File: src/design/srcd_pkg.sv
`default_nettype none
// ============================================================================
// srcd_pkg - shared types and constants for the shift register chain driver
// Command codes, the decoded command that travels through the command queue
// and the configuration bundle seen by both halves of the block.
// ============================================================================
package srcd_pkg;

    // default and upper bound of the number of chips in the chain
    localparam int MAX_CHIPS_DEF = 4;
    localparam int CHIP_W        = 3;   // holds any chip number up to seven
    localparam int LEN_W         = 3;   // chain length register width
    localparam int BIT_W         = 3;   // bit number within one chip
    localparam int ALL_W         = 32;  // width of the write-all word
    localparam int Q_DEPTH       = 2;   // decoded command queue depth

    localparam logic [7:0]       BYTE_ONE  = 8'h01;
    localparam logic [7:0]       BYTE_ALL  = 8'hFF;
    localparam logic [7:0]       BYTE_NONE = 8'h00;
    localparam logic [BIT_W-1:0] BIT_TOP   = 3'd7;

    // configuration register indexes
    localparam logic REG_CHAIN_LENGTH = 1'b0;
    localparam logic REG_LSB_FIRST    = 1'b1;

    typedef enum logic [3:0] {
        KIND_WRITE_BYTE  = 4'd0,
        KIND_WRITE_ALL   = 4'd1,
        KIND_LATCH       = 4'd2,
        KIND_SET_BIT     = 4'd3,
        KIND_CLEAR_BIT   = 4'd4,
        KIND_TOGGLE_BIT  = 4'd5,
        KIND_READ_BIT    = 4'd6,
        KIND_CLEAR_ALL   = 4'd7,
        KIND_SET_ALL     = 4'd8,
        KIND_SHIFT_LEFT  = 4'd9,
        KIND_SHIFT_RIGHT = 4'd10
    } t_kind;

    typedef enum logic [1:0] {
        BS_IDLE,
        BS_SEND,
        BS_LATCH
    } t_bstate;

    typedef struct packed {
        logic [LEN_W-1:0] chain_len;
        logic             lsb_first;
    } t_cfg;

    typedef struct packed {
        t_kind             kind;
        logic              is_read;
        logic [CHIP_W-1:0] chip;
        logic [BIT_W-1:0]  bit_idx;
        logic [7:0]        byte_value;
        logic [ALL_W-1:0]  all_values;
        logic              wrap;
    } t_cmd;

endpackage
`default_nettype wire

File: src/design/shift_register_chain_driver.sv
`default_nettype none
// ============================================================================
// shift_register_chain_driver - shadow buffer and bit stream for a SIPO chain
// Keeps one byte per cascaded chip and turns commands into the serial
// data and latch sequence that updates the chain.
// ============================================================================
// Usage:
//  - Command channel (i_in_valid / o_in_ready) carries kind, chip and bit
//    numbers, a byte, a write-all word and the shift wrap flag. Commands that
//    are out of range or unknown are taken and dropped without any result.
//  - Result channel (o_out_valid / i_out_ready) carries serial_bit,
//    latch_pulse, read_bit and last. A flush sends 8 bits per chip in use,
//    last chip first, then one latch result marked last. A bit read gives
//    a single result.
//  - A flush occupies the sequencer while it applies the command, sends one
//    result per bit and then the latch result. The sequencer handles one
//    command at a time; a two-entry command queue lets the intake run ahead.
//  - With the sequencer idle, a command first lands in the queue register;
//    a read result is registered as it is popped, while a flush loads its
//    bit register first and registers its first bit after that.
//  - A stalled receiver holds the output register and freezes the sequencer;
//    intake continues until the queue fills.
//  - Reset clears the shadow bytes, the queue and the output valid flag, and
//    sets the chain length to 1 and the bit order to MSB first. Write the config
//    registers only while no command is in flight.
// ============================================================================
module shift_register_chain_driver
    import srcd_pkg::*;
#(
    parameter int MAX_CHIPS = MAX_CHIPS_DEF
) (
    input  wire logic             i_clk,
    input  wire logic             i_rst_n,
    // configuration writes
    input  wire logic             i_cfg_we,
    input  wire logic             i_cfg_index,
    input  wire logic [LEN_W-1:0] i_cfg_data,
    // command channel
    input  wire logic             i_in_valid,
    output logic                  o_in_ready,
    input  wire logic [3:0]       i_kind,
    input  wire logic [7:0]       i_chip_index,
    input  wire logic [7:0]       i_bit_index,
    input  wire logic [7:0]       i_byte_value,
    input  wire logic [31:0]      i_all_values,
    input  wire logic             i_wrap,
    // result channel
    output logic                  o_out_valid,
    input  wire logic             i_out_ready,
    output logic                  o_serial_bit,
    output logic                  o_latch_pulse,
    output logic                  o_read_bit,
    output logic                  o_last
);

    logic [LEN_W-1:0] r_chain_len;
    logic             r_lsb_first;
    logic [LEN_W-1:0] len_clamped;
    t_cfg             cfg;

    logic q_push;
    logic q_full;
    logic q_pop;
    logic q_valid;
    t_cmd front_cmd;
    t_cmd q_cmd;

    // a length of zero or beyond the chain size falls back to one chip
    assign len_clamped = ((i_cfg_data == '0) || (i_cfg_data > LEN_W'(MAX_CHIPS)))
                         ? LEN_W'(1) : i_cfg_data;

    always_ff @(posedge i_clk) begin
        if (!i_rst_n) begin
            r_chain_len <= LEN_W'(1);
            r_lsb_first <= 1'b0;
        end else if (i_cfg_we) begin
            case (i_cfg_index)
                REG_CHAIN_LENGTH: r_chain_len <= len_clamped;
                REG_LSB_FIRST:    r_lsb_first <= i_cfg_data[0];
                default:          r_lsb_first <= r_lsb_first;
            endcase
        end
    end

    assign cfg.chain_len = r_chain_len;
    assign cfg.lsb_first = r_lsb_first;

    // intake: classify and drop what needs no work
    srcd_front u_front (
        .i_in_valid   (i_in_valid),
        .o_in_ready   (o_in_ready),
        .i_kind       (i_kind),
        .i_chip_index (i_chip_index),
        .i_bit_index  (i_bit_index),
        .i_byte_value (i_byte_value),
        .i_all_values (i_all_values),
        .i_wrap       (i_wrap),
        .i_cfg        (cfg),
        .i_q_full     (q_full),
        .o_push       (q_push),
        .o_cmd        (front_cmd)
    );

    // decouple intake from the sequencer
    srcd_queue u_queue (
        .i_clk   (i_clk),
        .i_rst_n (i_rst_n),
        .i_push  (q_push),
        .i_cmd   (front_cmd),
        .o_full  (q_full),
        .i_pop   (q_pop),
        .o_valid (q_valid),
        .o_cmd   (q_cmd)
    );

    // apply the command and stream the chain
    srcd_back #(
        .MAX_CHIPS (MAX_CHIPS)
    ) u_back (
        .i_clk         (i_clk),
        .i_rst_n       (i_rst_n),
        .i_cfg         (cfg),
        .i_cmd_valid   (q_valid),
        .i_cmd         (q_cmd),
        .o_cmd_pop     (q_pop),
        .o_out_valid   (o_out_valid),
        .i_out_ready   (i_out_ready),
        .o_serial_bit  (o_serial_bit),
        .o_latch_pulse (o_latch_pulse),
        .o_read_bit    (o_read_bit),
        .o_last        (o_last)
    );

endmodule
`default_nettype wire

File: src/design/srcd_front.sv
`default_nettype none
// ============================================================================
// srcd_front - command intake and classification
// Accepts a command whenever the queue has room, drops commands that are out
// of range or unknown, and pushes the rest in decoded form.
// ============================================================================
module srcd_front
    import srcd_pkg::*;
(
    input  wire logic       i_in_valid,
    output logic            o_in_ready,
    input  wire logic [3:0] i_kind,
    input  wire logic [7:0] i_chip_index,
    input  wire logic [7:0] i_bit_index,
    input  wire logic [7:0] i_byte_value,
    input  wire logic [31:0] i_all_values,
    input  wire logic       i_wrap,
    input  wire t_cfg       i_cfg,
    input  wire logic       i_q_full,
    output logic            o_push,
    output t_cmd            o_cmd
);

    logic chip_ok;
    logic bit_ok;
    logic keep;

    assign chip_ok = i_chip_index < {{(8-LEN_W){1'b0}}, i_cfg.chain_len};
    assign bit_ok  = chip_ok && (i_bit_index <= {5'd0, BIT_TOP});

    always_comb begin
        case (i_kind)
            KIND_WRITE_BYTE: keep = chip_ok;
            KIND_SET_BIT, KIND_CLEAR_BIT, KIND_TOGGLE_BIT, KIND_READ_BIT: keep = bit_ok;
            KIND_WRITE_ALL, KIND_LATCH, KIND_CLEAR_ALL, KIND_SET_ALL,
            KIND_SHIFT_LEFT, KIND_SHIFT_RIGHT: keep = 1'b1;
            default: keep = 1'b0;
        endcase
    end

    assign o_in_ready = !i_q_full;
    assign o_push     = i_in_valid && !i_q_full && keep;

    assign o_cmd.kind       = t_kind'(i_kind);
    assign o_cmd.is_read    = (i_kind == KIND_READ_BIT);
    assign o_cmd.chip       = i_chip_index[CHIP_W-1:0];
    assign o_cmd.bit_idx    = i_bit_index[BIT_W-1:0];
    assign o_cmd.byte_value = i_byte_value;
    assign o_cmd.all_values = i_all_values;
    assign o_cmd.wrap       = i_wrap;

endmodule
`default_nettype wire

File: src/design/srcd_queue.sv
`default_nettype none
// ============================================================================
// srcd_queue - decoded command queue
// Small register FIFO between the intake and the chain sequencer.
// ============================================================================
module srcd_queue
    import srcd_pkg::*;
(
    input  wire logic i_clk,
    input  wire logic i_rst_n,
    input  wire logic i_push,
    input  wire t_cmd i_cmd,
    output logic      o_full,
    input  wire logic i_pop,
    output logic      o_valid,
    output t_cmd      o_cmd
);

    localparam int PTR_W = (Q_DEPTH > 1) ? $clog2(Q_DEPTH) : 1;
    localparam int CNT_W = $clog2(Q_DEPTH + 1);

    t_cmd             r_mem [Q_DEPTH];
    logic [PTR_W-1:0] r_wr_ptr, n_wr_ptr;
    logic [PTR_W-1:0] r_rd_ptr, n_rd_ptr;
    logic [CNT_W-1:0] r_count, n_count;
    logic             do_push;
    logic             do_pop;

    assign o_full  = (r_count == CNT_W'(Q_DEPTH));
    assign o_valid = (r_count != '0);
    assign o_cmd   = r_mem[r_rd_ptr];
    assign do_push = i_push && !o_full;
    assign do_pop  = i_pop && o_valid;

    always_comb begin
        n_wr_ptr = r_wr_ptr;
        n_rd_ptr = r_rd_ptr;
        n_count  = r_count;
        if (do_push) begin
            n_wr_ptr = (r_wr_ptr == PTR_W'(Q_DEPTH - 1)) ? '0 : r_wr_ptr + 1'b1;
        end
        if (do_pop) begin
            n_rd_ptr = (r_rd_ptr == PTR_W'(Q_DEPTH - 1)) ? '0 : r_rd_ptr + 1'b1;
        end
        if (do_push && !do_pop) begin
            n_count = r_count + 1'b1;
        end else if (do_pop && !do_push) begin
            n_count = r_count - 1'b1;
        end
    end

    always_ff @(posedge i_clk) begin
        if (!i_rst_n) begin
            r_wr_ptr <= '0;
            r_rd_ptr <= '0;
            r_count  <= '0;
        end else begin
            r_wr_ptr <= n_wr_ptr;
            r_rd_ptr <= n_rd_ptr;
            r_count  <= n_count;
        end
    end

    always_ff @(posedge i_clk) begin
        if (do_push) begin
            r_mem[r_wr_ptr] <= i_cmd;
        end
    end

    a_count_bound: assert property (@(posedge i_clk) disable iff (!i_rst_n)
        r_count <= CNT_W'(Q_DEPTH))
        else $error("queue count above depth");

    a_no_overflow: assert property (@(posedge i_clk) disable iff (!i_rst_n)
        o_full && !i_pop |=> o_full)
        else $error("full queue lost an entry without a pop");

    a_ptr_gap: assert property (@(posedge i_clk) disable iff (!i_rst_n)
        (r_count == '0) |-> (r_wr_ptr == r_rd_ptr))
        else $error("empty queue with mismatched pointers");

endmodule
`default_nettype wire

File: src/design/srcd_back.sv
`default_nettype none
// ============================================================================
// srcd_back - shadow bytes and chain sequencer
// Applies one command to the shadow bytes, then streams the chain one bit per
// cycle while not stalled, then the latch result, or returns one read result.
// ============================================================================
module srcd_back
    import srcd_pkg::*;
#(
    parameter int MAX_CHIPS = MAX_CHIPS_DEF
) (
    input  wire logic i_clk,
    input  wire logic i_rst_n,
    input  wire t_cfg i_cfg,
    input  wire logic i_cmd_valid,
    input  wire t_cmd i_cmd,
    output logic      o_cmd_pop,
    output logic      o_out_valid,
    input  wire logic i_out_ready,
    output logic      o_serial_bit,
    output logic      o_latch_pulse,
    output logic      o_read_bit,
    output logic      o_last
);

    localparam int FLUSH_W = 8 * MAX_CHIPS;
    localparam int CNT_W   = $clog2(FLUSH_W + 1);

    logic [7:0]         r_shadow [MAX_CHIPS];
    logic [7:0]         upd      [MAX_CHIPS];
    t_bstate            r_state, n_state;
    logic [FLUSH_W-1:0] r_flush, n_flush;
    logic [CNT_W-1:0]   r_count, n_count;
    logic               r_out_valid, n_out_valid;
    logic               r_serial, n_serial;
    logic               r_latch, n_latch;
    logic               r_read, n_read;
    logic               r_last, n_last;

    logic [FLUSH_W-1:0] old_flat;
    logic [FLUSH_W:0]   shl_pad;
    logic [FLUSH_W:0]   shr_pad;
    logic [FLUSH_W-1:0] ord_flat;
    logic [FLUSH_W-1:0] all_pad;
    logic [LEN_W-1:0]   last_chip;
    logic               top7;
    logic               rd_bit;
    logic               out_free;
    logic               pop;

    assign last_chip = i_cfg.chain_len - 1'b1;
    assign all_pad   = FLUSH_W'(i_cmd.all_values);
    assign shl_pad   = {old_flat, 1'b0};
    assign shr_pad   = {1'b0, old_flat};

    // flatten and pick the addressed bits
    always_comb begin
        top7   = 1'b0;
        rd_bit = 1'b0;
        for (int i = 0; i < MAX_CHIPS; i++) begin
            old_flat[8*i +: 8] = r_shadow[i];
            if (LEN_W'(i) == last_chip) begin
                top7 = r_shadow[i][7];
            end
            if (CHIP_W'(i) == i_cmd.chip) begin
                rd_bit = r_shadow[i][i_cmd.bit_idx];
            end
        end
    end

    // new shadow bytes, one chip at a time
    always_comb begin
        for (int i = 0; i < MAX_CHIPS; i++) begin
            logic       in_use;
            logic       hit;
            logic [7:0] mask;
            logic       cin;
            in_use = LEN_W'(i) < i_cfg.chain_len;
            hit    = CHIP_W'(i) == i_cmd.chip;
            mask   = BYTE_ONE << i_cmd.bit_idx;
            upd[i] = r_shadow[i];
            cin    = 1'b0;
            case (i_cmd.kind)
                KIND_WRITE_BYTE:  if (hit) upd[i] = i_cmd.byte_value;
                KIND_WRITE_ALL:   if (in_use) upd[i] = all_pad[8*i +: 8];
                KIND_SET_BIT:     if (hit) upd[i] = r_shadow[i] | mask;
                KIND_CLEAR_BIT:   if (hit) upd[i] = r_shadow[i] & ~mask;
                KIND_TOGGLE_BIT:  if (hit) upd[i] = r_shadow[i] ^ mask;
                KIND_CLEAR_ALL:   if (in_use) upd[i] = BYTE_NONE;
                KIND_SET_ALL:     if (in_use) upd[i] = BYTE_ALL;
                KIND_SHIFT_LEFT: begin
                    cin = shl_pad[8*i] | ((i == 0) && i_cmd.wrap && top7);
                    if (in_use) upd[i] = {r_shadow[i][6:0], cin};
                end
                KIND_SHIFT_RIGHT: begin
                    cin = (LEN_W'(i) == last_chip) ? (i_cmd.wrap && old_flat[0])
                                                   : shr_pad[8*(i+1)];
                    if (in_use) upd[i] = {cin, r_shadow[i][7:1]};
                end
                default: upd[i] = r_shadow[i];
            endcase
        end
    end

    // bit order of the outgoing stream, first bit at the top
    always_comb begin
        for (int i = 0; i < MAX_CHIPS; i++) begin
            for (int b = 0; b < 8; b++) begin
                ord_flat[8*i + b] = i_cfg.lsb_first ? upd[i][7-b] : upd[i][b];
            end
        end
    end

    assign out_free = !r_out_valid || i_out_ready;

    always_comb begin
        n_state     = r_state;
        n_flush     = r_flush;
        n_count     = r_count;
        n_out_valid = out_free ? 1'b0 : r_out_valid;
        n_serial    = r_serial;
        n_latch     = r_latch;
        n_read      = r_read;
        n_last      = r_last;
        pop         = 1'b0;
        case (r_state)
            BS_IDLE: begin
                if (i_cmd_valid && out_free) begin
                    pop = 1'b1;
                    if (i_cmd.is_read) begin
                        n_out_valid = 1'b1;
                        n_serial    = 1'b0;
                        n_latch     = 1'b0;
                        n_read      = rd_bit;
                        n_last      = 1'b1;
                    end else begin
                        n_flush = ord_flat << (FLUSH_W - 8 * int'(i_cfg.chain_len));
                        n_count = CNT_W'({i_cfg.chain_len, 3'b000});
                        n_state = BS_SEND;
                    end
                end
            end
            BS_SEND: begin
                if (out_free) begin
                    n_out_valid = 1'b1;
                    n_serial    = r_flush[FLUSH_W-1];
                    n_latch     = 1'b0;
                    n_read      = 1'b0;
                    n_last      = 1'b0;
                    n_flush     = r_flush << 1;
                    n_count     = r_count - 1'b1;
                    if (r_count == CNT_W'(1)) begin
                        n_state = BS_LATCH;
                    end
                end
            end
            BS_LATCH: begin
                if (out_free) begin
                    n_out_valid = 1'b1;
                    n_serial    = 1'b0;
                    n_latch     = 1'b1;
                    n_read      = 1'b0;
                    n_last      = 1'b1;
                    n_state     = BS_IDLE;
                end
            end
            default: n_state = BS_IDLE;
        endcase
    end

    always_ff @(posedge i_clk) begin
        if (!i_rst_n) begin
            r_state     <= BS_IDLE;
            r_out_valid <= 1'b0;
            for (int i = 0; i < MAX_CHIPS; i++) begin
                r_shadow[i] <= BYTE_NONE;
            end
        end else begin
            r_state     <= n_state;
            r_out_valid <= n_out_valid;
            if (pop) begin
                for (int i = 0; i < MAX_CHIPS; i++) begin
                    r_shadow[i] <= upd[i];
                end
            end
        end
    end

    always_ff @(posedge i_clk) begin
        r_flush  <= n_flush;
        r_count  <= n_count;
        r_serial <= n_serial;
        r_latch  <= n_latch;
        r_read   <= n_read;
        r_last   <= n_last;
    end

    assign o_cmd_pop     = pop;
    assign o_out_valid   = r_out_valid;
    assign o_serial_bit  = r_serial;
    assign o_latch_pulse = r_latch;
    assign o_read_bit    = r_read;
    assign o_last        = r_last;

    a_send_count: assert property (@(posedge i_clk) disable iff (!i_rst_n)
        (r_state == BS_SEND) |-> (r_count != '0))
        else $error("sending with an empty bit count");

    a_latch_last: assert property (@(posedge i_clk) disable iff (!i_rst_n)
        r_out_valid && r_latch |-> r_last && !r_read && !r_serial)
        else $error("latch result not marked as final");

    a_pop_idle: assert property (@(posedge i_clk) disable iff (!i_rst_n)
        pop |-> (r_state == BS_IDLE))
        else $error("command taken during a flush");

    a_latch_to_idle: assert property (@(posedge i_clk) disable iff (!i_rst_n)
        (r_state == BS_LATCH) && out_free |=> (r_state == BS_IDLE) && r_latch)
        else $error("latch step did not close the flush");

endmodule
`default_nettype wire
File: config.mk
export PLATFORM = sky130hd
export DESIGN_NAME = shift_register_chain_driver
export DESIGN_NICKNAME = d
export VERILOG_FILES = /design/src/design/srcd_pkg.sv /design/src/design/shift_register_chain_driver.sv /design/src/design/srcd_front.sv /design/src/design/srcd_queue.sv /design/src/design/srcd_back.sv
export SDC_FILE = /design/constraint.sdc
export NUM_CORES = 1
export LEC_CHECK = 0
export ABC_CLOCK_PERIOD_IN_PS = 4960
export BUFFER_PORTS_ARGS = -buffer_cell sky130_fd_sc_hd__buf_2
export CAP_MARGIN = 20
export CORE_UTILIZATION = 50
export CTS_BUF_LIST = sky130_fd_sc_hd__clkbuf_16
export DETAILED_ROUTE_END_ITERATION = 8
export PLACE_DENSITY_LB_ADDON = 0.3
export SETUP_SLACK_MARGIN = 0.05
export SYNTH_ARGS = -nofsm -noshare
export SYNTH_HDL_FRONTEND = slang
export SYNTH_SLANG_ARGS = --single-unit
File: constraint.sdc
create_clock -name i_clk -period 4.96 [get_ports i_clk]
set_input_delay 0.248 -clock i_clk [delete_from_list [all_inputs] [get_ports i_clk]]
set_output_delay 0.248 -clock i_clk [all_outputs]
set_load 0.05 [all_outputs]
==> metrics.txt <==
# TYPE chip_impl_metric gauge
chip_impl_info{name="outcome",value="complete, but fails checks"} 1
chip_impl_info{name="violations",value="design-rule violations"} 1
chip_impl_metric{name="final_hold_violating_endpoints",unit=""} 0
chip_impl_metric{name="slew_violations",unit=""} 0
chip_impl_info{name="worst_hold_path_type",value="primary input to flop"} 1
chip_impl_metric{name="routed-via-count",unit=""} 12770
chip_impl_metric{name="hpwlAfterDp",unit="mm"} 40.31
chip_impl_metric{name="post-route-worst-setup-slack",unit="ns"} 0.4100
chip_impl_metric{name="width_of_the_die",unit="µm"} 165.4
chip_impl_info{name="cts_tree",value="built"} 1
chip_impl_metric{name="final_core_utilization",unit="%"} 58.42
chip_impl_metric{name="grt_max_degree",unit=""} 45
chip_impl_info{name="end_kind",value="flop"} 1
chip_impl_metric{name="antenna-diode-count",unit=""} 0
chip_impl_info{name="synth_flop_cell",value="sky130_fd_sc_hd__edfxtp_1"} 1
chip_impl_metric{name="area_delta_synth_final",unit="%"} 14.40
chip_impl_metric{name="setup_tns",unit="ns"} 0
chip_impl_metric{name="clk_pin_slew",unit="ns"} 0.09
chip_impl_metric{name="grt.total_usage",unit="%"} 40.16
chip_impl_info{name="cpMaxStageDelayCell",value="sky130_fd_sc_hd__nand2_1"} 1
chip_impl_metric{name="cts_setup_buffers",unit=""} 0
chip_impl_metric{name="synth.distinct_cells",unit=""} 94
chip_impl_metric{name="path_buf_inv",unit=""} 1
chip_impl_metric{name="ys_async_sr_fraction",unit="%"} 0
chip_impl_metric{name="synth-adder-area-share",unit="%"} 7.407
chip_impl_metric{name="synthesis.nets",unit=""} 1518
chip_impl_metric{name="synth-compound-area-share",unit="%"} 25.43
chip_impl_metric{name="worstMarginPinSlew",unit="ns"} 1.146
chip_impl_metric{name="grt_pass1_vias",unit=""} 11860
chip_impl_metric{name="yosys.area_share.simple",unit="%"} 14.72
chip_impl_metric{name="ys_warn_count",unit=""} 0
chip_impl_metric{name="fmax",unit="MHz"} 219.8
chip_impl_metric{name="pre_cts_slack",unit="ns"} 0.6225
chip_impl_metric{name="global_route_wire_length_before_repair",unit="mm"} 78.34
chip_impl_metric{name="synth-xor-area-share",unit="%"} 0.7876
chip_impl_metric{name="clock-sinks",unit=""} 190
chip_impl_metric{name="globalRoute.totalOverflow",unit=""} 0
chip_impl_metric{name="route.final.wire_length",unit="mm"} 54.39
chip_impl_info{name="clock-root-buffer",value="sky130_fd_sc_hd__clkbuf_16"} 1
chip_impl_info{name="timing_worst_setup_path_type",value="flop to flop"} 1
chip_impl_metric{name="cts-root-to-sink-buffers",unit=""} 2
chip_impl_metric{name="io_pins",unit=""} 76
chip_impl_metric{name="finalCritPeriodShare",unit="%"} 91.73
chip_impl_metric{name="floorplan.die_area",unit="µm²"} 27350
chip_impl_metric{name="post-route-min-period",unit="ns"} 4.550
chip_impl_metric{name="core.rowCount",unit=""} 59
chip_impl_metric{name="core_area",unit="µm²"} 26130
chip_impl_metric{name="p_per_area",unit="nW/µm²"} 470.6
chip_impl_metric{name="ir_drop",unit="mV"} 0.3372
chip_impl_metric{name="synth.mux.area_fraction",unit="%"} 5.298
chip_impl_metric{name="finish.net_count",unit=""} 1628
chip_impl_metric{name="fillCellCount",unit=""} 2311
chip_impl_metric{name="power.total",unit="W"} 0.007183
chip_impl_metric{name="netlist_area",unit="µm²"} 13340
chip_impl_metric{name="worst_ep_required_time",unit="ns"} 5.13
chip_impl_metric{name="finClkSkew",unit="ns"} 0.01849
chip_impl_metric{name="final_setup_vio_count",unit=""} 0
chip_impl_metric{name="floorplan.die.height",unit="µm"} 165.4
chip_impl_metric{name="worst_skew_pair.late_latency",unit="ns"} 0.46
chip_impl_metric{name="synthCells",unit=""} 1369
chip_impl_metric{name="yosys_register_bits",unit=""} 190
chip_impl_metric{name="gp_congestion",unit=""} 1.045
chip_impl_metric{name="dpl.cell_count",unit=""} 1751
chip_impl_metric{name="drt_pass1_iterations",unit=""} 8
chip_impl_metric{name="drtIter0Drc",unit=""} 1973
chip_impl_metric{name="layout.cells.non_filler",unit=""} 1827
chip_impl_info{name="synth_top_family_by_area",value="compound AO/OA/AOI/OAI gates"} 1
chip_impl_metric{name="post_route_cells_drive_above_1_share",unit="%"} 15.55
chip_impl_metric{name="power.leakage",unit="nW"} 5.568
chip_impl_info{name="crit_chain",value="inv_1 -> ha_1 -> o21bai_1 -> nand2_1 -> o31ai_1 -> a222oi_1 -> nand3_1 -> a21oi_1 -> o22ai_1 -> nor2_1 -> a31oi_1"} 1
chip_impl_metric{name="rel_slew_slack",unit="%"} 23.31
chip_impl_metric{name="antenna_left",unit=""} 0
chip_impl_metric{name="cts-buffers-inserted",unit=""} 17
chip_impl_metric{name="syn_area_per_cell",unit="µm²"} 9.747
chip_impl_metric{name="path_max_fanout",unit=""} 22
chip_impl_metric{name="detail_route.wl_per_cell",unit="µm"} 29.77
chip_impl_info{name="startpoint_type",value="flop"} 1
chip_impl_metric{name="detail_route.drc_violations",unit=""} 4
chip_impl_metric{name="number_of_synthesized_flops_with_an_enable_pin",unit=""} 178
chip_impl_metric{name="io_buffers",unit=""} 75
chip_impl_metric{name="antenna_violations_before_repair",unit=""} 0
chip_impl_metric{name="critPathMaxStageDelay",unit="ns"} 0.70
chip_impl_metric{name="effective_utilization_at_floorplan",unit="%"} 51.06
chip_impl_metric{name="timing.max_cap.violations",unit=""} 0
chip_impl_info{name="cp_top_family",value="compound AO/OA/AOI/OAI gates"} 1
chip_impl_metric{name="cts_htree_levels",unit=""} 4
chip_impl_info{name="grt_setup_unrepaired",value="no"} 1
chip_impl_metric{name="yosysSeqAreaShare",unit="%"} 41.86
chip_impl_metric{name="detail_route.vias_per_cell",unit=""} 6.987
chip_impl_metric{name="critPathArrivalTime",unit="ns"} 4.72
-- routing by layer --
layer	GRT usage, %	share of wire (%)
met1	54.97	41
met2	60.67	44
met3	8.167	10
met4	18.76	4.6
met5	0	0
-- final timing paths --
path	slack, ns	to	startpoint	depth (start not counted)
worst max-delay path	0.41	u_back.r_flush[28]	r_chain_len[1]	11
worst min-delay path	0.01	u_queue.r_mem[1][46]	i_chip_index[2]	1
worst max register to register	0.41	u_back.r_flush[28]	r_chain_len[1]	11
worst min register to register	0.53	u_queue.r_count[1]	u_queue.r_count[1]	2
-- state kept, by name, summed over array words and instances (netlist names), named ones only --
signal / cells
u_queue.r_mem: 104
u_back.r_count: 6
u_queue.r_wr_ptr: 1
u_back.r_state: 2
u_back.o_out_valid: 1
u_back.r_flush: 32
u_queue.r_count: 2
u_back.r_shadow: 32
u_back.o_read_bit: 1
r_lsb_first: 1
u_queue.r_rd_ptr: 1
u_back.o_last: 1
u_back.o_serial_bit: 1
u_back.o_latch_pulse: 1
r_chain_len: 3
-- stage by stage --
step / hold WS (ns) / instance area [µm²]
6_report: 0.01451 / 15270
5_1_grt: 0.005439 / 15270
4_1_cts: 0.008553 / 15250
3_5_place_dp: 0.4387 / 14200
3_3_place_gp: 0.4354 / 14200
2_1_floorplan: 0.3469 / 13340
-- placed cells by master (no fill, tap or decap), drive strengths merged, types with 27 or more instances in the layout --
master / synthesis / layout
edfxtp: 178 / 178
buf: 39 / 134
o21ai: 94 / 94
inv: 49 / 56
nand2: 110 / 110
a22oi: 32 / 32
mux2i: 47 / 47
ha: 79 / 79
nor2: 130 / 130
dlygate4sd3: 0 / 43
nand3: 27 / 27
o22ai: 57 / 57
a21oi: 89 / 89
-- layout make-up --
class / count / area [µm²] / share of cell area [%]
clock buffers: 17 / 425.4 / 2.787
clock inverters: 15 / 191.4 / 1.254
repair buffers: 177 / 1261 / 8.262
multi-input cells: 1044 / 7196 / 47.14
inverters: 49 / 183.9 / 1.205
flip-flops and latches: 190 / 5589 / 36.61
well taps: 335 / 419.2 / 2.746
-- worst reg2reg max path, stage by stage (launching register included) --
cell                       delay [ns]
sky130_fd_sc_hd__dfxtp_1         0.64
sky130_fd_sc_hd__inv_1           0.27
sky130_fd_sc_hd__ha_1            0.31
sky130_fd_sc_hd__o21bai_1        0.40
sky130_fd_sc_hd__nand2_1         0.70
sky130_fd_sc_hd__o31ai_1         0.19
sky130_fd_sc_hd__a222oi_1        0.54
sky130_fd_sc_hd__nand3_1         0.15
sky130_fd_sc_hd__a21oi_1         0.55
sky130_fd_sc_hd__o22ai_1         0.20
sky130_fd_sc_hd__nor2_1          0.21
sky130_fd_sc_hd__a31oi_1         0.10
-- kinds of logic after synthesis --
kind of cell	after synthesis
AOI/OAI and AO/OA	489
xor gates and xnor gates	12
adders and majority gates	79
buffers and inverters	135
DFF	190
muxes	66
and+or+nand+nor	398
-- power breakdown --
group | internal [W] | total, W | switching (W)
Clock | 0.000731 | 0.00148 | 0.000754
Combinational | 0.00105 | 0.00311 | 0.00206
Sequential | 0.00217 | 0.00259 | 0.000421
-- cell usage after synthesis (all sizes together), types with 8 or more instances --
master	number	area, µm²
nor3b	9	87.59
and2	8	50.05
nor3	21	105.1
clkbuf	47	176.4
a22o	17	148.9
edfxtp	178	5345
a21oi	89	445.4
a21o	9	67.56
a211oi	14	110.1
inv	49	183.9
o221ai	13	113.9
nor2	130	500.5
o211ai	19	142.6
a221oi	15	137.6
o21ai	94	470.5
mux2	18	210.2
nor2b	21	131.4
or3	9	56.30
o22ai	57	375.4
dfxtp	12	240.2
mux2i	47	474.2
a22oi	32	255.3
a31oi	26	162.7
nand3	27	135.1
nand2	110	415.4
buf	39	240.2
nor4	8	62.56
a2111oi	11	103.9
nor4b	9	85.08
o31ai	11	82.58
ha	79	988.5
-- timing repair --
action	CTS	global route
gates resized for setup	0	0
hold endpoints to repair	86	0
hold buffers	43	0
No activity file was read; power rests on OpenSTA's default activity.
